==> src/bgbp_pkg.sv <==
// ----------------------------------------------------------------------------
// bgbp_pkg
// Shared constants and types of the bitmap font text parser: address and
// glyph index widths, clamp limits, result kinds and the stage structs.
// ----------------------------------------------------------------------------
package bgbp_pkg;

    localparam int MAX_WIDTH  = 128;
    localparam int ADDR_BITS  = 24;
    localparam int GLYPH_BITS = 16;

    localparam int W_LIMIT    = (MAX_WIDTH < 255) ? MAX_WIDTH : 255;
    localparam int HEIGHT_MAX = 128;
    localparam int AREA_BITS  = 15;

    typedef enum logic [1:0] {
        KIND_PIXEL = 2'd0,
        KIND_BOX   = 2'd1,
        KIND_COUNT = 2'd2,
        KIND_END   = 2'd3
    } kind_t;

    typedef struct packed {
        logic       valid;
        logic [7:0] text_byte;
    } in_item_t;

    typedef struct packed {
        kind_t       kind;
        logic [23:0] pixel_address;
        logic [3:0]  pixel_bits;
        logic [3:0]  pixel_mask;
        logic [7:0]  box_width;
        logic [7:0]  box_height;
        logic [15:0] glyph_count;
        logic [15:0] glyph_number;
    } result_t;

endpackage

==> src/bgbp_in_stage.sv <==
// ----------------------------------------------------------------------------
// bgbp_in_stage
// Input register: holds one text byte request until the parser takes it.
// ----------------------------------------------------------------------------
module bgbp_in_stage (
    input  logic               aclk,
    input  logic               aresetn,
    input  logic               s_valid,
    output logic               s_ready,
    input  logic [7:0]         s_text_byte,
    input  logic               pop,
    output bgbp_pkg::in_item_t item
);

    logic       in_valid_reg;
    logic       in_valid_next;
    logic [7:0] byte_reg;

    assign s_ready = aresetn && (!in_valid_reg || pop);

    always_comb begin
        in_valid_next = in_valid_reg;
        if (s_valid && s_ready) begin
            in_valid_next = 1'b1;
        end else if (pop) begin
            in_valid_next = 1'b0;
        end
    end

    always_ff @(posedge aclk) begin
        if (!aresetn) begin
            in_valid_reg <= 1'b0;
        end else begin
            in_valid_reg <= in_valid_next;
        end
    end

    always_ff @(posedge aclk) begin
        if (s_valid && s_ready) begin
            byte_reg <= s_text_byte;
        end
    end

    assign item.valid     = in_valid_reg;
    assign item.text_byte = byte_reg;

endmodule

==> src/bgbp_parse.sv <==
// ----------------------------------------------------------------------------
// bgbp_parse
// Line parser: keyword matching, decimal tokens, hex rows and the pixel
// address arithmetic. One byte is consumed per advance.
// ----------------------------------------------------------------------------
module bgbp_parse (
    input  logic               aclk,
    input  logic               aresetn,
    input  bgbp_pkg::in_item_t item,
    input  logic               out_free,
    output logic               advance,
    output logic               res_load,
    output bgbp_pkg::result_t  res
);

    localparam int AW = bgbp_pkg::ADDR_BITS;
    localparam int GW = bgbp_pkg::GLYPH_BITS;
    localparam int RW = bgbp_pkg::AREA_BITS;

    typedef enum logic [2:0] {
        CL_START   = 3'd0,
        CL_FONT    = 3'd1,
        CL_CHARS   = 3'd2,
        CL_BITMAP  = 3'd3,
        CL_ENDCHAR = 3'd4,
        CL_DATA    = 3'd5,
        CL_NUM     = 3'd6,
        CL_SKIP    = 3'd7
    } line_class_t;

    localparam logic [7:0] KW_FONT [16] = '{"F", "O", "N", "T", "B", "O", "U", "N",
                                           "D", "I", "N", "G", "B", "O", "X", " "};
    localparam logic [7:0] KW_CHARS [8] = '{"C", "H", "A", "R", "S", " ", 8'h00, 8'h00};
    localparam logic [7:0] KW_BITMAP [8] = '{"B", "I", "T", "M", "A", "P", 8'h00, 8'h00};
    localparam logic [7:0] KW_ENDCHAR [8] = '{"E", "N", "D", "C", "H", "A", "R", 8'h00};

    function automatic logic kw_match(line_class_t cls, logic [4:0] pos, logic [7:0] c);
        logic hit;
        hit = 1'b0;
        case (cls)
            CL_FONT:    hit = (pos < 5'd16) && (c == KW_FONT[pos[3:0]]);
            CL_CHARS:   hit = (pos < 5'd6) && (c == KW_CHARS[pos[2:0]]);
            CL_BITMAP:  hit = (pos < 5'd6) && (c == KW_BITMAP[pos[2:0]]);
            CL_ENDCHAR: hit = (pos < 5'd7) && (c == KW_ENDCHAR[pos[2:0]]);
            default:    hit = 1'b0;
        endcase
        return hit;
    endfunction

    function automatic logic kw_last(line_class_t cls, logic [4:0] pos);
        logic last;
        last = 1'b0;
        case (cls)
            CL_FONT:    last = (pos == 5'd15);
            CL_CHARS:   last = (pos == 5'd5);
            CL_BITMAP:  last = (pos == 5'd5);
            CL_ENDCHAR: last = (pos == 5'd6);
            default:    last = 1'b0;
        endcase
        return last;
    endfunction

    function automatic logic [4:0] hex_value(logic [7:0] c);
        logic [4:0] v;
        v = 5'd0;
        if (c >= "0" && c <= "9") begin
            v = {1'b1, 4'(c - "0")};
        end else if (c >= "A" && c <= "F") begin
            v = {1'b1, 4'(c - "A" + 8'd10)};
        end else if (c >= "a" && c <= "f") begin
            v = {1'b1, 4'(c - "a" + 8'd10)};
        end
        return v;
    endfunction

    line_class_t   line_class_reg, line_class_next;
    logic [4:0]    line_pos_reg, line_pos_next;
    logic          in_bitmap_reg, in_bitmap_next;
    logic [4:0]    held_reg, held_next;
    logic [1:0]    token_reg, token_next;
    logic [16:0]   acc_reg, acc_next;
    logic [7:0]    box_width_reg, box_width_next;
    logic [7:0]    box_height_reg, box_height_next;
    logic [RW-1:0] glyph_area_reg, glyph_area_next;
    logic [15:0]   glyph_total_reg, glyph_total_next;
    logic [GW-1:0] glyph_index_reg, glyph_index_next;
    logic [AW-1:0] glyph_base_reg;
    logic [AW-1:0] row_base_reg, row_base_next;
    logic [5:0]    hex_column_reg, hex_column_next;

    logic [GW+RW-1:0] base_product;
    logic [AW-1:0]    pix_addr;
    logic [3:0]       pix_mask;
    logic [5:0]       col_inc;
    logic [4:0]       hex;
    logic [19:0]      acc_scaled;
    logic [15:0]      acc_sat;
    logic [15:0]      tok_value;
    logic [7:0]       c;
    logic             res_valid;
    logic             emit;

    assign c = item.text_byte;
    assign hex = hex_value(c);
    assign base_product = (GW+RW)'(glyph_index_reg) * (GW+RW)'(glyph_area_reg);
    assign pix_addr = glyph_base_reg + row_base_reg + AW'({hex_column_reg, 2'b00});
    assign col_inc = (hex_column_reg < 6'd63) ? hex_column_reg + 6'd1 : 6'd63;
    assign tok_value = acc_reg[15:0];
    assign acc_scaled = ({4'd0, acc_reg[15:0]} << 3) + ({4'd0, acc_reg[15:0]} << 1)
                        + 20'(c - "0");
    assign acc_sat = (acc_scaled > 20'd65535) ? 16'hFFFF : acc_scaled[15:0];

    always_comb begin
        for (int j = 0; j < 4; j++) begin
            pix_mask[3-j] = (9'({hex_column_reg, 2'b00}) + 9'(j)) < {1'b0, box_width_reg};
        end
    end

    always_comb begin
        line_class_next  = line_class_reg;
        line_pos_next    = line_pos_reg;
        in_bitmap_next   = in_bitmap_reg;
        held_next        = held_reg;
        token_next       = token_reg;
        acc_next         = acc_reg;
        box_width_next   = box_width_reg;
        box_height_next  = box_height_reg;
        glyph_area_next  = glyph_area_reg;
        glyph_total_next = glyph_total_reg;
        glyph_index_next = glyph_index_reg;
        row_base_next    = row_base_reg;
        hex_column_next  = hex_column_reg;
        res_valid        = 1'b0;
        emit             = 1'b0;
        res              = '0;

        if (c == 8'd10) begin
            if (line_class_reg == CL_DATA ||
                (line_class_reg >= CL_FONT && line_class_reg <= CL_ENDCHAR && held_reg[4])) begin
                emit          = held_reg[4];
                row_base_next = row_base_reg + AW'(box_width_reg);
            end else if (line_class_reg == CL_START && in_bitmap_reg) begin
                row_base_next = row_base_reg + AW'(box_width_reg);
            end else if (line_class_reg == CL_NUM) begin
                case (token_reg)
                    2'd0: box_width_next = (tok_value < 16'(bgbp_pkg::W_LIMIT)) ?
                                           tok_value[7:0] : 8'(bgbp_pkg::W_LIMIT);
                    2'd1: box_height_next = (tok_value < 16'(bgbp_pkg::HEIGHT_MAX)) ?
                                            tok_value[7:0] : 8'(bgbp_pkg::HEIGHT_MAX);
                    2'd3: glyph_total_next = tok_value;
                    default: ;
                endcase
                res_valid = 1'b1;
                if (token_reg == 2'd3) begin
                    res.kind = bgbp_pkg::KIND_COUNT;
                end else begin
                    glyph_area_next = RW'(16'(box_width_next) * 16'(box_height_next));
                    res.kind        = bgbp_pkg::KIND_BOX;
                end
            end
        end else begin
            line_pos_next = (line_pos_reg < 5'd31) ? line_pos_reg + 5'd1 : line_pos_reg;
            case (line_class_reg)
                CL_START: begin
                    if (c == "F" || c == "C" || c == "B" || c == "E") begin
                        case (c)
                            "F":     line_class_next = CL_FONT;
                            "C":     line_class_next = CL_CHARS;
                            "B":     line_class_next = CL_BITMAP;
                            default: line_class_next = CL_ENDCHAR;
                        endcase
                        if (in_bitmap_reg) begin
                            held_next = hex;
                        end
                    end else if (in_bitmap_reg) begin
                        line_class_next = CL_DATA;
                        if (hex[4]) begin
                            emit      = held_reg[4];
                            held_next = hex;
                        end
                    end else begin
                        line_class_next = CL_SKIP;
                    end
                end
                CL_FONT, CL_CHARS, CL_BITMAP, CL_ENDCHAR: begin
                    if (kw_match(line_class_reg, line_pos_reg, c)) begin
                        held_next = 5'd0;
                        if (kw_last(line_class_reg, line_pos_reg)) begin
                            case (line_class_reg)
                                CL_FONT: begin
                                    line_class_next = CL_NUM;
                                    token_next      = 2'd0;
                                    acc_next        = 17'd0;
                                end
                                CL_CHARS: begin
                                    line_class_next = CL_NUM;
                                    token_next      = 2'd3;
                                    acc_next        = 17'd0;
                                end
                                CL_BITMAP: begin
                                    in_bitmap_next  = 1'b1;
                                    row_base_next   = '0;
                                    line_class_next = CL_SKIP;
                                end
                                default: begin
                                    in_bitmap_next   = 1'b0;
                                    glyph_index_next = glyph_index_reg + GW'(1);
                                    row_base_next    = '0;
                                    line_class_next  = CL_SKIP;
                                    res_valid        = 1'b1;
                                    res.kind         = bgbp_pkg::KIND_END;
                                    res.glyph_number = 16'(glyph_index_reg);
                                end
                            endcase
                        end
                    end else if (held_reg[4]) begin
                        line_class_next = CL_DATA;
                        if (hex[4]) begin
                            emit      = 1'b1;
                            held_next = hex;
                        end
                    end else begin
                        line_class_next = CL_SKIP;
                    end
                end
                CL_DATA: begin
                    if (hex[4]) begin
                        emit      = held_reg[4];
                        held_next = hex;
                    end
                end
                CL_NUM: begin
                    if (c >= "0" && c <= "9") begin
                        if (!acc_reg[16]) begin
                            acc_next = {1'b0, acc_sat};
                        end
                    end else if (c == " " && token_reg < 2'd2) begin
                        if (token_reg == 2'd0) begin
                            box_width_next = (tok_value < 16'(bgbp_pkg::W_LIMIT)) ?
                                             tok_value[7:0] : 8'(bgbp_pkg::W_LIMIT);
                        end else begin
                            box_height_next = (tok_value < 16'(bgbp_pkg::HEIGHT_MAX)) ?
                                              tok_value[7:0] : 8'(bgbp_pkg::HEIGHT_MAX);
                        end
                        token_next = token_reg + 2'd1;
                        acc_next   = 17'd0;
                    end else if (!(c == " " && token_reg == 2'd2)) begin
                        acc_next = acc_reg | 17'h10000;
                    end
                end
                default: ;
            endcase
        end

        if (emit) begin
            res_valid         = 1'b1;
            res.kind          = bgbp_pkg::KIND_PIXEL;
            res.pixel_address = 24'(pix_addr);
            res.pixel_bits    = held_reg[3:0];
            res.pixel_mask    = pix_mask;
            hex_column_next   = col_inc;
            if (c == 8'd10 || !hex[4]) begin
                held_next = 5'd0;
            end
        end

        if (c == 8'd10) begin
            line_pos_next   = 5'd0;
            line_class_next = CL_START;
            held_next       = 5'd0;
            token_next      = 2'd0;
            acc_next        = 17'd0;
            hex_column_next = 6'd0;
        end

        res.box_width   = box_width_next;
        res.box_height  = box_height_next;
        res.glyph_count = glyph_total_next;
    end

    assign advance  = item.valid && (!res_valid || out_free);
    assign res_load = advance && res_valid;

    always_ff @(posedge aclk) begin
        if (!aresetn) begin
            line_class_reg  <= CL_START;
            line_pos_reg    <= '0;
            in_bitmap_reg   <= 1'b0;
            held_reg        <= '0;
            token_reg       <= '0;
            acc_reg         <= '0;
            box_width_reg   <= '0;
            box_height_reg  <= '0;
            glyph_area_reg  <= '0;
            glyph_total_reg <= '0;
            glyph_index_reg <= '0;
            row_base_reg    <= '0;
            hex_column_reg  <= '0;
        end else if (advance) begin
            line_class_reg  <= line_class_next;
            line_pos_reg    <= line_pos_next;
            in_bitmap_reg   <= in_bitmap_next;
            held_reg        <= held_next;
            token_reg       <= token_next;
            acc_reg         <= acc_next;
            box_width_reg   <= box_width_next;
            box_height_reg  <= box_height_next;
            glyph_area_reg  <= glyph_area_next;
            glyph_total_reg <= glyph_total_next;
            glyph_index_reg <= glyph_index_next;
            row_base_reg    <= row_base_next;
            hex_column_reg  <= hex_column_next;
        end
    end

    // glyph base is registered from index times area; no byte reads it before it catches up
    always_ff @(posedge aclk) begin
        if (!aresetn) begin
            glyph_base_reg <= '0;
        end else begin
            glyph_base_reg <= AW'(base_product);
        end
    end

endmodule

==> src/bgbp_out_stage.sv <==
// ----------------------------------------------------------------------------
// bgbp_out_stage
// Result register: holds one result request until the receiver takes it.
// ----------------------------------------------------------------------------
module bgbp_out_stage (
    input  logic              aclk,
    input  logic              aresetn,
    input  logic              load,
    input  bgbp_pkg::result_t res,
    output logic              out_free,
    output logic              m_valid,
    input  logic              m_ready,
    output bgbp_pkg::result_t m_res
);

    logic              m_valid_reg;
    logic              m_valid_next;
    bgbp_pkg::result_t res_reg;

    assign out_free = !m_valid_reg || m_ready;

    always_comb begin
        m_valid_next = m_valid_reg;
        if (load) begin
            m_valid_next = 1'b1;
        end else if (m_ready) begin
            m_valid_next = 1'b0;
        end
    end

    always_ff @(posedge aclk) begin
        if (!aresetn) begin
            m_valid_reg <= 1'b0;
        end else begin
            m_valid_reg <= m_valid_next;
        end
    end

    always_ff @(posedge aclk) begin
        if (load) begin
            res_reg <= res;
        end
    end

    assign m_valid = m_valid_reg;
    assign m_res   = res_reg;

endmodule

==> src/bdf_glyph_bitmap_parser.sv <==
// ----------------------------------------------------------------------------
// bdf_glyph_bitmap_parser
// Bitmap font text parser. Text bytes enter on the s_ channel, one byte per
// request; each byte yields zero or one result on the m_ channel: a pixel
// nibble with its flat address and mask, a captured bounding box, a captured
// glyph count, or the end of a glyph.
// A result passes from the input register through the single parse stage
// into the result register. Throughput: one byte per cycle while the result
// register is free or the byte yields no result.
// Reset (aresetn low, synchronous) clears all parser state; s_ready is low
// while reset is held and no result is pending afterwards.
// When the receiver stalls, the result register holds its request; bytes
// that yield no result keep flowing, and the input register takes one more
// byte before s_ready drops.
// ----------------------------------------------------------------------------
module bdf_glyph_bitmap_parser (
    input  logic        aclk,
    input  logic        aresetn,
    input  logic        s_valid,
    output logic        s_ready,
    input  logic [7:0]  s_text_byte,
    output logic        m_valid,
    input  logic        m_ready,
    output logic [1:0]  m_kind,
    output logic [23:0] m_pixel_address,
    output logic [3:0]  m_pixel_bits,
    output logic [3:0]  m_pixel_mask,
    output logic [7:0]  m_box_width,
    output logic [7:0]  m_box_height,
    output logic [15:0] m_glyph_count,
    output logic [15:0] m_glyph_number
);

    bgbp_pkg::in_item_t item;
    bgbp_pkg::result_t  res;
    bgbp_pkg::result_t  m_res;
    logic               advance;
    logic               res_load;
    logic               out_free;

    bgbp_in_stage u_in_stage (
        .aclk        (aclk),
        .aresetn     (aresetn),
        .s_valid     (s_valid),
        .s_ready     (s_ready),
        .s_text_byte (s_text_byte),
        .pop         (advance),
        .item        (item)
    );

    bgbp_parse u_parse (
        .aclk     (aclk),
        .aresetn  (aresetn),
        .item     (item),
        .out_free (out_free),
        .advance  (advance),
        .res_load (res_load),
        .res      (res)
    );

    bgbp_out_stage u_out_stage (
        .aclk     (aclk),
        .aresetn  (aresetn),
        .load     (res_load),
        .res      (res),
        .out_free (out_free),
        .m_valid  (m_valid),
        .m_ready  (m_ready),
        .m_res    (m_res)
    );

    assign m_kind          = m_res.kind;
    assign m_pixel_address = m_res.pixel_address;
    assign m_pixel_bits    = m_res.pixel_bits;
    assign m_pixel_mask    = m_res.pixel_mask;
    assign m_box_width     = m_res.box_width;
    assign m_box_height    = m_res.box_height;
    assign m_glyph_count   = m_res.glyph_count;
    assign m_glyph_number  = m_res.glyph_number;

    a_stall_from_output: assert property (@(posedge aclk) disable iff (!aresetn)
        !s_ready |-> (m_valid && !m_ready))
        else $error("input stalled without output backpressure");

    a_pixel_fields_zero: assert property (@(posedge aclk) disable iff (!aresetn)
        (m_valid && m_kind != bgbp_pkg::KIND_PIXEL) |->
            (m_pixel_address == 24'd0 && m_pixel_bits == 4'd0 && m_pixel_mask == 4'd0))
        else $error("pixel fields set on a non-pixel result");

    a_reset_clears_output: assert property (@(posedge aclk)
        $past(!aresetn) |-> !m_valid)
        else $error("result valid right after reset");

endmodule

==> config.mk <==
export PLATFORM = sky130hd
export DESIGN_NAME = bdf_glyph_bitmap_parser
export DESIGN_NICKNAME = d
export VERILOG_FILES = /design/src/bgbp_pkg.sv /design/src/bgbp_in_stage.sv /design/src/bgbp_parse.sv /design/src/bgbp_out_stage.sv /design/src/bdf_glyph_bitmap_parser.sv
export SDC_FILE = /design/constraint.sdc
export NUM_CORES = 1
export LEC_CHECK = 0
export BUFFER_PORTS_ARGS = -buffer_cell sky130_fd_sc_hd__clkbuf_2
export CAP_MARGIN = 20
export CORE_ASPECT_RATIO = 1.2
export CORE_UTILIZATION = 40
export DETAILED_ROUTE_END_ITERATION = 10
export PLACE_DENSITY_LB_ADDON = 0.12
export REMOVE_ABC_BUFFERS = 1
export SLEW_MARGIN = 20
export SYNTH_ARGS = -nofsm -noshare
export SYNTH_HDL_FRONTEND = slang
export SYNTH_SLANG_ARGS = --single-unit
export TNS_END_PERCENT = 1
==> constraint.sdc <==
create_clock -name aclk -period 8.3 [get_ports aclk]
set_input_delay 0.415 -clock aclk [delete_from_list [all_inputs] [get_ports aclk]]
set_output_delay 0.415 -clock aclk [all_outputs]
set_load 0.005 [all_outputs]
# Word level (Yosys, flattened, before mapping)
# Memories as Yosys holds them, arrays and structs flattened.
# Index checks and enable logic that the tools add are counted.
[totals]
word_cells = 301
ff_bits = 242
inputBits = 12
output_inout_bits = 84
rom_bits = 320
mem_count = 4
[memory_table]
columns = ["memory", "words", "word_bits", "rd", "rd_clocked_by_memory_dff", "write_ports", "line_no", "text"]
rows = [
  ["(no name shown)", 16, 8, 1, 0, 0, "bgbp_parse.sv:41", "CL_FONT: hit = (pos < 5'd16) && (c == KW_FONT[pos[3:0]]);"],
  ["(no name shown)", 8, 8, 1, 0, 0, "bgbp_parse.sv:43", "CL_BITMAP: hit = (pos < 5'd6) && (c == KW_BITMAP[pos[2:0]]);"],
  ["(no name shown)", 8, 8, 1, 0, 0, "bgbp_parse.sv:42", "CL_CHARS: hit = (pos < 5'd6) && (c == KW_CHARS[pos[2:0]]);"],
  ["(no name shown)", 8, 8, 1, 0, 0, "bgbp_parse.sv:44", "CL_ENDCHAR: hit = (pos < 5'd7) && (c == KW_ENDCHAR[pos[2:0]]);"],
]
[op_classes]
n_bitwise = 11
eq_ne = 34
n_reduce_logical = 54
multipliers = 2
magnitude_cmp = 22
add_sub_neg = 18
mux = 130
[op_table]
columns = ["cell", "count"]
rows = [
  ["two-way mux 8 bit", 34],
  ["two-way mux 24 bit", 7],
  ["two-way mux 17 bit", 8],
  ["two-way mux 16 bit", 6],
  ["two-way mux 5 bit", 14],
  ["adder 24 x 8 -> 24 bit", 2],
  ["one-hot mux 17 bit (2 select lines)", 1],
  ["equality test 8 x 7 -> 1 bit, second input constant", 4],
  ["equality test 8 bit", 4],
  ["two-way mux 2 bit", 16],
  ["AND reduction 6 bit", 5],
  ["< comparator 9 x 8 -> 1 bit", 3],
  ["two-way mux 1 bit", 27],
  ["adder 24 bit", 1],
  ["multiplier 16 x 15 -> 24 bit", 1],
  ["adder 19 x 17 -> 20 bit", 1],
  ["adder 20 bit", 1],
  ["> comparator 20 x 16 -> 1 bit, second input constant", 1],
  ["adder 8 x 2 -> 9 bit, second input constant", 2],
  ["two-way mux 6 bit", 3],
  ["adder 16 x 1 -> 16 bit, second input constant", 1],
  [">= comparator 8 x 7 -> 1 bit, second input constant", 2],
  ["<= comparator 8 x 7 -> 1 bit, second input constant", 2],
  ["logical AND 1 bit", 16],
  ["61 further kinds", 109],
]

# Logic depth before layout (Yosys ltp)
[depth]
depth_word = 24
ltp_mapped = 25
depth_no_buf = 25

# Modules after synthesis
# Synthesis repeated with hierarchy kept, for this count alone.
[unflattened]
cells_unflattened = 2565
area_unflattened_um2 = 22927.0
[modules_own_cells]
columns = ["module", "cells_per_inst", "area_per_inst_um2", "instances", "seq_area_each_um2"]
rows = [
  ["bgbp_parse", 2464, 20110.5, 1, 3002.9],
  ["bgbp_out_stage", 86, 2511.2, 1, 2482.4],
  ["bgbp_in_stage", 15, 305.3, 1, 260.2],
]

# Worst setup path before layout
# No wires, ideal clock.
[synth_path]
path_type = "reg-to-reg"
startpoint = "register u_parse.line_pos_reg[0]"
endpoint = "register u_out_stage.res_reg, in the netlist u_out_stage.m_res[0], enable pin"
path_buffers = 1
setup_ns = 0.523
path_slack_ns = 1.764
arrival_time_ns = 6.013
period_less_slack_ns = 6.536
path_stages_with_launch = 13
required_ns = 7.777
cell_sequence = "dfxtp_1 buf_2 inv_1 ha_1 xor2_1 nand4_1 a2111oi_2 o211ai_1 inv_1 o311ai_0 nor2_1 a21oi_1 nor2_1"
[synth_between]
elab_chain_len = 17
word_cells_on_any_way = 47
classes_between = "3 x order compare; 7 x eq/ne; 23 x mux; 2 x bitwise; 8 x reduce/logical; 4 x memory"
[synth_rtl]
columns = ["element", "line_no", "text"]
rows = [
  ["start: declaration", "bgbp_parse.sv:77", "logic [4:0] line_pos_reg, line_pos_next;"],
  ["start signal: assignment", "bgbp_parse.sv:301", "line_pos_reg <= line_pos_next;"],
  ["inverter 4 -> 5 bit (not written as such) / inverter 3 -> 4 bit (equally long branches)", "-", ""],
  ["memory (16 x 8 bit), or another cell as far along", "-", ""],
  ["two-way mux 8 bit (on tied branches) (2 in a row)", "-", ""],
  ["equality test 8 bit (on tied branches)", "-", ""],
  ["logical AND 1 bit (on tied branches)", "-", ""],
  ["one-hot mux 1 bit (4 select lines)", "bgbp_parse.sv:40", "case (cls)"],
  ["two-way mux 1 bit", "bgbp_parse.sv:163", "case (line_class_reg)"],
  ["two-way mux 1 bit", "bgbp_parse.sv:137", "if (c == 8'd10) begin"],
  ["two-way mux 1 bit", "bgbp_parse.sv:186", "if (kw_match(line_class_reg, line_pos_reg, c)) begin"],
  ["one-hot mux 1 bit (3 select lines) / two-way mux 1 bit (equally long branches)", "bgbp_parse.sv:163", ""],
  ["two-way mux 1 bit", "bgbp_parse.sv:137", ""],
  ["two-way mux 1 bit (*)", "bgbp_parse.sv:255", "if (emit) begin"],
  ["zero test 1 bit", "bgbp_parse.sv:281", "assign advance = item.valid && (!res_valid || out_free);"],
  ["logical OR 1 bit", "bgbp_parse.sv:281", ""],
  ["logical AND 1 bit", "bgbp_parse.sv:281", ""],
  ["logical AND 1 bit (*)", "bgbp_parse.sv:282", "assign res_load = advance && res_valid;"],
  ["via res_load", "bdf_glyph_bitmap_parser.sv:38", "logic res_load;"],
  ["end signal: assignment", "bgbp_out_stage.sv:41", "res_reg <= res;"],
  ["end: declaration", "bgbp_out_stage.sv:18", "bgbp_pkg::result_t res_reg;"],
]
# Mark *: on every way through the listed nets, which the timed path passes. The rest lies on a longest branch. The select of a mux whose other input is x is not followed.
# A chain may end at the register's enable or synchronous reset.

# Worst setup path after layout
[layout_path]
startpoint = "register u_parse.glyph_index_reg[6]"
endpoint = "register u_parse.glyph_base_reg[23]"
[layout_between]
elab_chain_len = 1
[layout_rtl]
columns = ["element", "line_no", "text"]
rows = [
  ["start: declaration", "bgbp_parse.sv:86", "logic [GW-1:0] glyph_index_reg, glyph_index_next;"],
  ["start signal: assignment", "bgbp_parse.sv:310", "glyph_index_reg <= glyph_index_next;"],
  ["multiplier 16 x 15 -> 24 bit", "bgbp_parse.sv:105", "assign base_product = (GW+RW)'(glyph_index_reg) * (GW+RW)'(glyph_area_reg);"],
  ["end signal: assignment", "bgbp_parse.sv:321", "glyph_base_reg <= AW'(base_product);"],
  ["end: declaration", "bgbp_parse.sv:87", "logic [AW-1:0] glyph_base_reg;"],
]
# No other way between the ends.

==> metrics.txt <==
outcome finished clean; clock buffers created by TritonCTS 30; via count of the first global-routing pass 18,380; sort of element at the end of the critical path flip-flop; DIE AREA 57,520 um^2; async set-or-reset flop fraction in the synthesized netlist 0; Routed met3 length 2.172 mm; average routed wire per standard cell 17.57 um; critical path's largest stage delay 0.89 ns; total power density per cell area 116.6 nW/um^2; number of flops mapped to enable cells by yosys 90; worst vdd rail ir drop 0.0001525 V; initial antenna violation count 0; detailed route wirelength on metal2 28.86 mm; initial core utilization 0.4041; post-detailed-route via-to-cell ratio 5.353; Max Fanout on Critical Path 22; startpoint of the most critical hold path s_valid; area of the core 55,980 um^2; library cell contributing the largest single delay on the critical path sky130_fd_sc_hd__dfxtp_1; Critical Path Start Type flip-flop; most common flop cell mapped by yosys sky130_fd_sc_hd__dfxtp_1; Hold Fails Final Rpt 0; Largest register FFs 82; count of state elements after synthesis 242; number of pins exceeding their max-slew limit in the final report 0; filler cell count in the final layout 5,461; static power due to leakage 10.91 nW; Tcrit/Tclk final 0.7563; library cells used by synthesis 75; DRC violations left 0; Clk pin slew, worst setup/hold paths 0.06 ns; number of search-and-repair iterations in the first detailed-routing pass 5; RSZ-0062 raised after global routing no; final worst setup slack 2.023 ns; first-pass GRT wire length 97.88 mm; synthesized area 22,620 um^2; post-detailed-route count of antenna-violating nets 0; Post-Synthesis Cells 2,581; width of the chip 219.1 um; cell-by-cell listing of the critical path nand2_1 -> fa_1 -> inv_1 -> fa_1 -> ha_1 -> ha_1 -> inv_1 -> fa_1 -> fa_1 -> inv_1 -> ha_1 -> inv_1 -> o21bai_1 -> a2111oi_0 -> o31a_1 -> o211a_1 -> nand2_1 -> a31oi_1 -> xnor2_1 -> nor2_1; max-capacitance violation count 0; clk root buf sky130_fd_sc_hd__clkbuf_16; Detail Placement HPWL 44.88 mm; worst endpoint data arrival time 6.72 ns; total grt overflow 0; Setup Slack @ Placement 1.994 ns; GRT Overall Usage 0.2121; CTS sink cnt 242; reg-to-reg startpoint u_parse.glyph_index_reg[6]$_SDFFE_PN0P_; layout cell share with drive strength beyond 1 0.08109; most frequent cells after synthesis 312 x sky130_fd_sc_hd__inv_1, 294 x sky130_fd_sc_hd__nand2_1, 234 x sky130_fd_sc_hd__nor2_1; CTS H-tree lvls 1; Post-Route Skew 0.03574 ns; Resized Gates After CTS 0; number of I/O pins 96; slew margin rel. 0.2889; maximum number of pins on one net before global-route repair 50; class of the most critical setup path reg -> reg; largest cells by area after synthesis sky130_fd_sc_hd__fa_1 19%, sky130_fd_sc_hd__dfxtp_1 13%, sky130_fd_sc_hd__edfxtp_1 12%, sky130_fd_sc_hd__ha_1 11%, sky130_fd_sc_hd__inv_1 5.2%; source-to-sink clock delay at the later pin of the worst-skew pair 0.60 ns; # rows 95; Req. time, crit path 8.74 ns; share of the yosys chip area belonging to registers 0.2540; layout-stage area growth over the synthesis result 9.574%; library cell with the highest instance count after synthesis sky130_fd_sc_hd__inv_1; quantity of hold-fixing buffers added after cts 8; CTS max path bufs 3; total of endpoints with negative setup slack in the final report 0; setup TNS after final layout 0 ns; fraction of post-synthesis cell area in the top cell type by area 0.1938; gpl congestion 0.8708; mean instance size in the synthesized netlist 8.765 um^2; input/output buffers 95; Least-Margin Pin Slew 1.055 ns; y dimension of the die 262.5 um; # diodes 0; top sig layer met4; Warnings, synthesis 0; detailed-route via count 18,020; drt first-iter violations 966; Max Clock Freq 0.1593 GHz; Met1 Routed Length 26.39 mm; post-CTS setup buffers 0; CTS tree done; sum of routed wire length over all layers 59.15 mm; Worst Hold Class in -> reg; critical path startpoint u_parse.glyph_index_reg[6]$_SDFFE_PN0P_; cell type with the largest total area after synthesis sky130_fd_sc_hd__fa_1; clock period minus worst slack 6.277 ns; number of nets in the final layout 3,043
## stage by stage
step	cells	power, mW	utilization	area, um^2	hold slack (ns)
final	3366	2.889	0.4428	24790	0.05317
after global routing	3366	3.010	0.4428	24790	0.04558
after CTS	3366	2.927	0.4427	24780	0.02347
after detailed placement	3302	1.584	0.4233	23700	0.4471
after global placement	3302	1.577	0.4233	23700	0.4480
after floorplan	2458	1.485	-	22130	0.4309
## power by group
group          leakage [nW]  total, mW  switching (mW)  internal, mW
sequential             1.91       1.28          0.0352          1.24
clock                 0.495       1.32           0.555         0.768
combinational          8.50      0.287           0.185         0.102
## layer usage
layer	track usage	up-vias
li1	-	8653
met1	0.2810	8934
met2	0.3611	357
met3	0.02130	75
met4	0.06700	0
met5	0	-
## cell type report
class                           instances  area (um^2)  share of cell area
Multi-Input combinational cell       1903        15230              0.6145
Sequential cell                       242         5746              0.2318
Tap cell                              727        909.6             0.03669
Clock buffer                           39        824.5             0.03326
Clock inverter                         17        180.2            0.007268
Inverter                              313         1176             0.04745
Timing Repair Buffer                  125        720.7             0.02907
## placed cells by master (no fill, tap or decap), types with 14 or more instances in the layout
cell                          n
sky130_fd_sc_hd__a21o_1      25
sky130_fd_sc_hd__a21oi_1    147
sky130_fd_sc_hd__a31oi_1     14
sky130_fd_sc_hd__and2_1     133
sky130_fd_sc_hd__and3_1      31
sky130_fd_sc_hd__buf_4       22
sky130_fd_sc_hd__clkbuf_16   30
sky130_fd_sc_hd__clkbuf_2    95
sky130_fd_sc_hd__dfxtp_1    152
sky130_fd_sc_hd__edfxtp_1    90
sky130_fd_sc_hd__fa_1       219
sky130_fd_sc_hd__ha_1       197
sky130_fd_sc_hd__inv_1      312
sky130_fd_sc_hd__mux2i_1     22
sky130_fd_sc_hd__nand2_1    294
sky130_fd_sc_hd__nand2b_1    17
sky130_fd_sc_hd__nand3_1     42
sky130_fd_sc_hd__nor2_1     233
sky130_fd_sc_hd__nor3_1      55
sky130_fd_sc_hd__nor4_1      24
sky130_fd_sc_hd__o21a_1      15
sky130_fd_sc_hd__o21ai_0     82
sky130_fd_sc_hd__o22ai_1     18
sky130_fd_sc_hd__or2_2       17
sky130_fd_sc_hd__or3_1       21
sky130_fd_sc_hd__xnor2_1     72
sky130_fd_sc_hd__xor2_1      32
## worst max-delay path, delay by kind of cell, from the launching register on
kind | cells | cell delay [ns]
adder cells (fa/ha/maj) | 7 | 2.90
AO/OA/AOI/OAI | 5 | 1.64
flip-flops | 1 | 0.89
AND/OR/NAND/NOR | 3 | 0.28
buffers and inverters | 4 | 0.25
XOR/XNOR | 1 | 0.14
## path summary, 6_finish.rpt
path                                      endpoint  slack [ns]  depth (start not counted)
max          u_parse.glyph_base_reg[23]$_SDFF_PN0_        2.02                         20
min           u_in_stage.in_valid_reg$_SDFFE_PN0P_        0.05                          3
max reg2reg  u_parse.glyph_base_reg[23]$_SDFF_PN0_        2.02                         20
min reg2reg       u_parse.held_reg[3]$_SDFFE_PN0N_        0.45                          2
## cells by family (layout without fill, tap and decap cells)
kind of cell	count (synthesis)	in the layout	synth area share
buffers and inverters	436	494	0.07383
AOI/OAI and AO/OA	418	418	0.1159
adders and majority gates	416	416	0.3027
DFF	242	242	0.2540
muxes	34	34	0.01571
xor gates and xnor gates	104	104	0.04026
and+or+nand+nor	931	931	0.1976
(Power assumes the default switching activity.)
